--- src/rtl/msb_link_mem.sv ---
// Slot link store: synchronous memory with registered read data.
// A fill count stands in for the reset pattern (slot i links to i+1),
// so no clearing pass is needed. Depends on nothing.

module msb_link_mem #(
    parameter int NUM_SLOTS = 256
) (
    input  logic                             clk,
    input  logic                             rst_n,
    input  logic                             rd_en,
    input  logic [$clog2(NUM_SLOTS+1)-1:0]   rd_addr,
    output logic [$clog2(NUM_SLOTS+1)-1:0]   rd_data,
    input  logic                             wr_en,
    input  logic [$clog2(NUM_SLOTS+1)-1:0]   wr_addr,
    input  logic [$clog2(NUM_SLOTS+1)-1:0]   wr_data
);

    localparam int PW = $clog2(NUM_SLOTS + 1);
    localparam int AW = $clog2(NUM_SLOTS);

    logic [PW-1:0] links_mem [NUM_SLOTS];
    logic [PW-1:0] mem_q_reg;
    logic [PW-1:0] seq_reg;
    logic          fresh_reg;
    logic [PW-1:0] fill_reg;
    logic [PW-1:0] fill_next;

    // slots are first written in index order, so everything at or above
    // the fill count still holds its reset link
    always_comb
    begin
        fill_next = fill_reg;
        if (wr_en && (wr_addr == fill_reg))
        begin
            fill_next = fill_reg + PW'(1);
        end
    end

    always_ff @(posedge clk or negedge rst_n)
    begin
        if (!rst_n)
        begin
            fill_reg <= '0;
        end
        else
        begin
            fill_reg <= fill_next;
        end
    end

    always_ff @(posedge clk)
    begin
        if (wr_en)
        begin
            links_mem[wr_addr[AW-1:0]] <= wr_data;
        end
        if (rd_en)
        begin
            mem_q_reg <= links_mem[rd_addr[AW-1:0]];
            seq_reg   <= rd_addr + PW'(1);
            fresh_reg <= (rd_addr >= fill_reg);
        end
    end

    assign rd_data = fresh_reg ? seq_reg : mem_q_reg;

endmodule

--- config.mk ---
export PLATFORM = sky130hd
export DESIGN_NAME = msb_link_mem
export DESIGN_NICKNAME = d
export VERILOG_FILES = /design/src/rtl/msb_link_mem.sv
export SDC_FILE = /design/constraint.sdc
export NUM_CORES = 2
export LEC_CHECK = 0
export BUFFER_PORTS_ARGS = -buffer_cell sky130_fd_sc_hd__buf_2
export CORE_AREA = 2 2 478 480
export CTS_CLUSTER_SIZE = 30
export DETAILED_ROUTE_END_ITERATION = 12
export DIE_AREA = 0 0 480 482
export PLACE_DENSITY = 0.61
export SLEW_MARGIN = 20
export SYNTH_ARGS = -nofsm -noshare
export SYNTH_HDL_FRONTEND = slang
export SYNTH_SLANG_ARGS = --single-unit
--- constraint.sdc ---
create_clock -name clk -period 2.05 [get_ports clk]
set_input_delay 0.41 -clock clk [delete_from_list [all_inputs] [get_ports clk]]
set_output_delay 0.41 -clock clk [all_outputs]
set_load 0.01 [all_outputs]
==> reports/results.ini <==
[status]
outcome=finished, violations left
violations=setup timing

[cells_and_area]
area_delta_synth_final_pct=23.42
largest_reg_flops=2304
seq_area_mm2=0.06998
fillers=18190
drive_gt1_share_pct=39.04
fin_cells=8199
nNetsFinal=5031
multi_input_area_mm2=0.02039
mostFrequentLayoutCells=2323 x edfxtp_1, 603 x buf_4, 593 x mux4_2, 233 x buf_12, 227 x clkbuf_16
layout_commonest_cell=edfxtp_1

[route]
wl_per_cell_um=29.41
first_pass_iters=5
via_per_inst=5.642
drc=0
drtIter0Drc=5816
ant_nets=0
vias=46260
wl_um=241100

[sta]
holdWs_ns=0.1017
finalHoldViolCount=0
relSlewSlack_pct=37.61
maxSlewViolCount=0
rsz0062_at_grt=true
fmax_mhz=415.3
setup_viol=18
finalCritPeriodShare_pct=117.5
layout_setup_ws_ns=-0.3580
skew_ns=0.05744
worst_slew_pin_slew_ns=0.9324
finalCriticalPeriod_ns=2.408

[placed_design]
gp_congestion=0.8574
numPortBuffers=39
post-dp-hpwl_um=161700
dp_cells=7763

[critical_path]
end_kind=flop
critPathLaunchType=flop
critPathKind=reg -> reg
cp.required_ns=2.67
arrival_ns=3.03
crit_fanout=1

[hold_path]
hp-class=in -> reg

[clocking]
cts_htree_levels=4
clkSlewWorstSetupHoldPaths_ns=0.07
clkLatencyLatePin_ns=0.88
clock_path_buffers=3
clkSinkCount=2332
cts_root_buffer=clkbuf_16
numCtsBuffers=226
tritoncts=done

[power_and_ir_drop]
vdd_drop_max_mv=0.9170
finalPower_mw=100.3
power_density_mw_per_mm2=900.8
p_leak_nw=35.65

[floorplanning]
start_util_pct=39.84
die_x_um=480
core_area_mm2=0.2264
rows=175
io_pins=40
die_y_um=482
design.die.area_mm2=0.2314

[synthesis]
ys_seq_area_share_pct=77.59
synth_cell_type_count=48
synth-seq-cells=2332
syn_nets=4163
synth_area_leaders=edfxtp_1 77%, mux4_2 15%, nor2_1 1.2%
yosys.area.top_type=edfxtp_1
mappedNetlistArea_mm2=0.09020
avgSynthCellArea_um2=21.89
ys_warn_count=0
synth_top_area_share_pct=77.34
synth_cells=4121

[global_routing]
use_met2_pct=33.96
gr-usage-met3_pct=2.847
groute.usage.overall_pct=20.80
antenna_found_initial=13
grt_use_met1_pct=29.33
grt_pass1_vias=46580
grt_pass1_wl_um=345400
grt_overflow_total=0
grt_max_degree=72
top_usage_layer=met2

[run]
cap_violations=0

==> cell families (layout without fill, tap and decap cells) <==
kind of cell | Yosys count | in the layout | synth area share, %
other | 0 | 5 | 0
AND/OR/NAND/NOR | 487 | 487 | 2.274
XOR/XNOR | 24 | 24 | 0.2331
AO/OA/AOI/OAI | 323 | 323 | 2.486
flip-flops | 2332 | 2332 | 77.59
multiplexers | 685 | 685 | 15.85
adder cells (fa/ha/maj) | 11 | 11 | 0.1526
buffers and inverters | 259 | 1323 | 1.420
==> per-layer routing <==
layer	vias up	share of wire, %
met1	24860	41
met4	0	3.0
met5	-	0
met2	1870	49
li1	19170	-
met3	363	6.8
==> cells in the mapped netlist, drive strengths merged <==
cell / number
a2111oi: 3
a31oi: 11
a311oi: 1
o221a: 2
nand2b: 5
nand3: 60
o311ai: 2
edfxtp: 2323
xnor2: 21
a22oi: 130
xor2: 3
ha: 11
o21ai: 37
nor3: 16
a311o: 2
or3: 1
o211ai: 18
a22o: 3
a211oi: 1
buf: 119
nor2: 287
or2: 1
a32oi: 2
mux2: 13
nand2: 73
nor4: 3
o22ai: 4
o21a: 1
a211o: 3
inv: 12
nand4: 16
clkbuf: 128
o221ai: 3
nor2b: 17
mux4: 593
and2: 2
a221o: 2
a221oi: 34
dfrtp: 9
a21oi: 61
mux2i: 79
a21o: 3
and3: 6
==> where the power goes <==
| part | leakage [nW] | switching [mW] | internal [mW] | total [mW] |
|---|---|---|---|---|
| clock | 3.58 | 18.0 | 23.4 | 41.4 |
| sequential | 21.0 | 0.0752 | 52.6 | 52.6 |
| combinational | 11.1 | 3.62 | 2.65 | 6.27 |
==> path summary, 6_finish.rpt <==
kind,from,to,slack (ns),cells past startpoint
min in group asynchronous,rst_n,fill_reg[8],0.61,3
max in group asynchronous,rst_n,fill_reg[5],1.10,3
max,links_mem[19][3],mem_q_reg[3],-0.36,5
min reg2reg,fill_reg[3],fill_reg[3],0.57,1
min,wr_data[4],links_mem[196][4],0.10,1
max reg2reg,links_mem[19][3],mem_q_reg[3],-0.36,5
==> final cells by class <==
| class | instances | share of cell area, % |
|---|---|---|
| Clock inverter | 149 | 1.377 |
| Clock buffer | 275 | 5.246 |
| Timing Repair Buffer | 887 | 8.759 |
| Sequential cell | 2332 | 62.87 |
| Antenna cell | 5 | 0.01124 |
| Inverter | 12 | 0.04721 |
| Multi-Input combinational cell | 1530 | 18.31 |
| Tap cell | 3009 | 3.382 |
==> worst max-delay path: stages, from the launching register on <==
cell      delay (ns)
edfxtp_1        0.37
mux4_2          0.52
mux4_2          0.48
a22oi_2         0.46
and3_1          0.26
nor3_1          0.07
==> per-stage QoR <==
| stage | instance area, um^2 | setup TNS [ns] | utilization [%] | setup slack [ns] |
|---|---|---|---|---|
| final | 111300 | -4.315 | 49.17 | -0.3580 |
| after global routing | 111300 | -5.346 | 49.17 | -0.4004 |
| after CTS | 111100 | -4.940 | 49.07 | -0.3447 |
| after detailed placement | 103300 | -22.53 | 45.64 | -1.418 |
| after global placement | 103300 | -18.79 | 45.64 | -1.431 |
| after floorplan | 91410 | -177.63 | - | -0.5251 |
==> what timing repair did <==
action                                  CTS  global route
gates cloned                              0             1
resized for setup                        68            39
pin swaps                                21            14
endpoints found under the setup margin   19            22
hold endpoints to repair                129             0
buffers inserted                          1             0
hold buffers                              7             0
No activity file was read; power rests on OpenSTA's default activity.
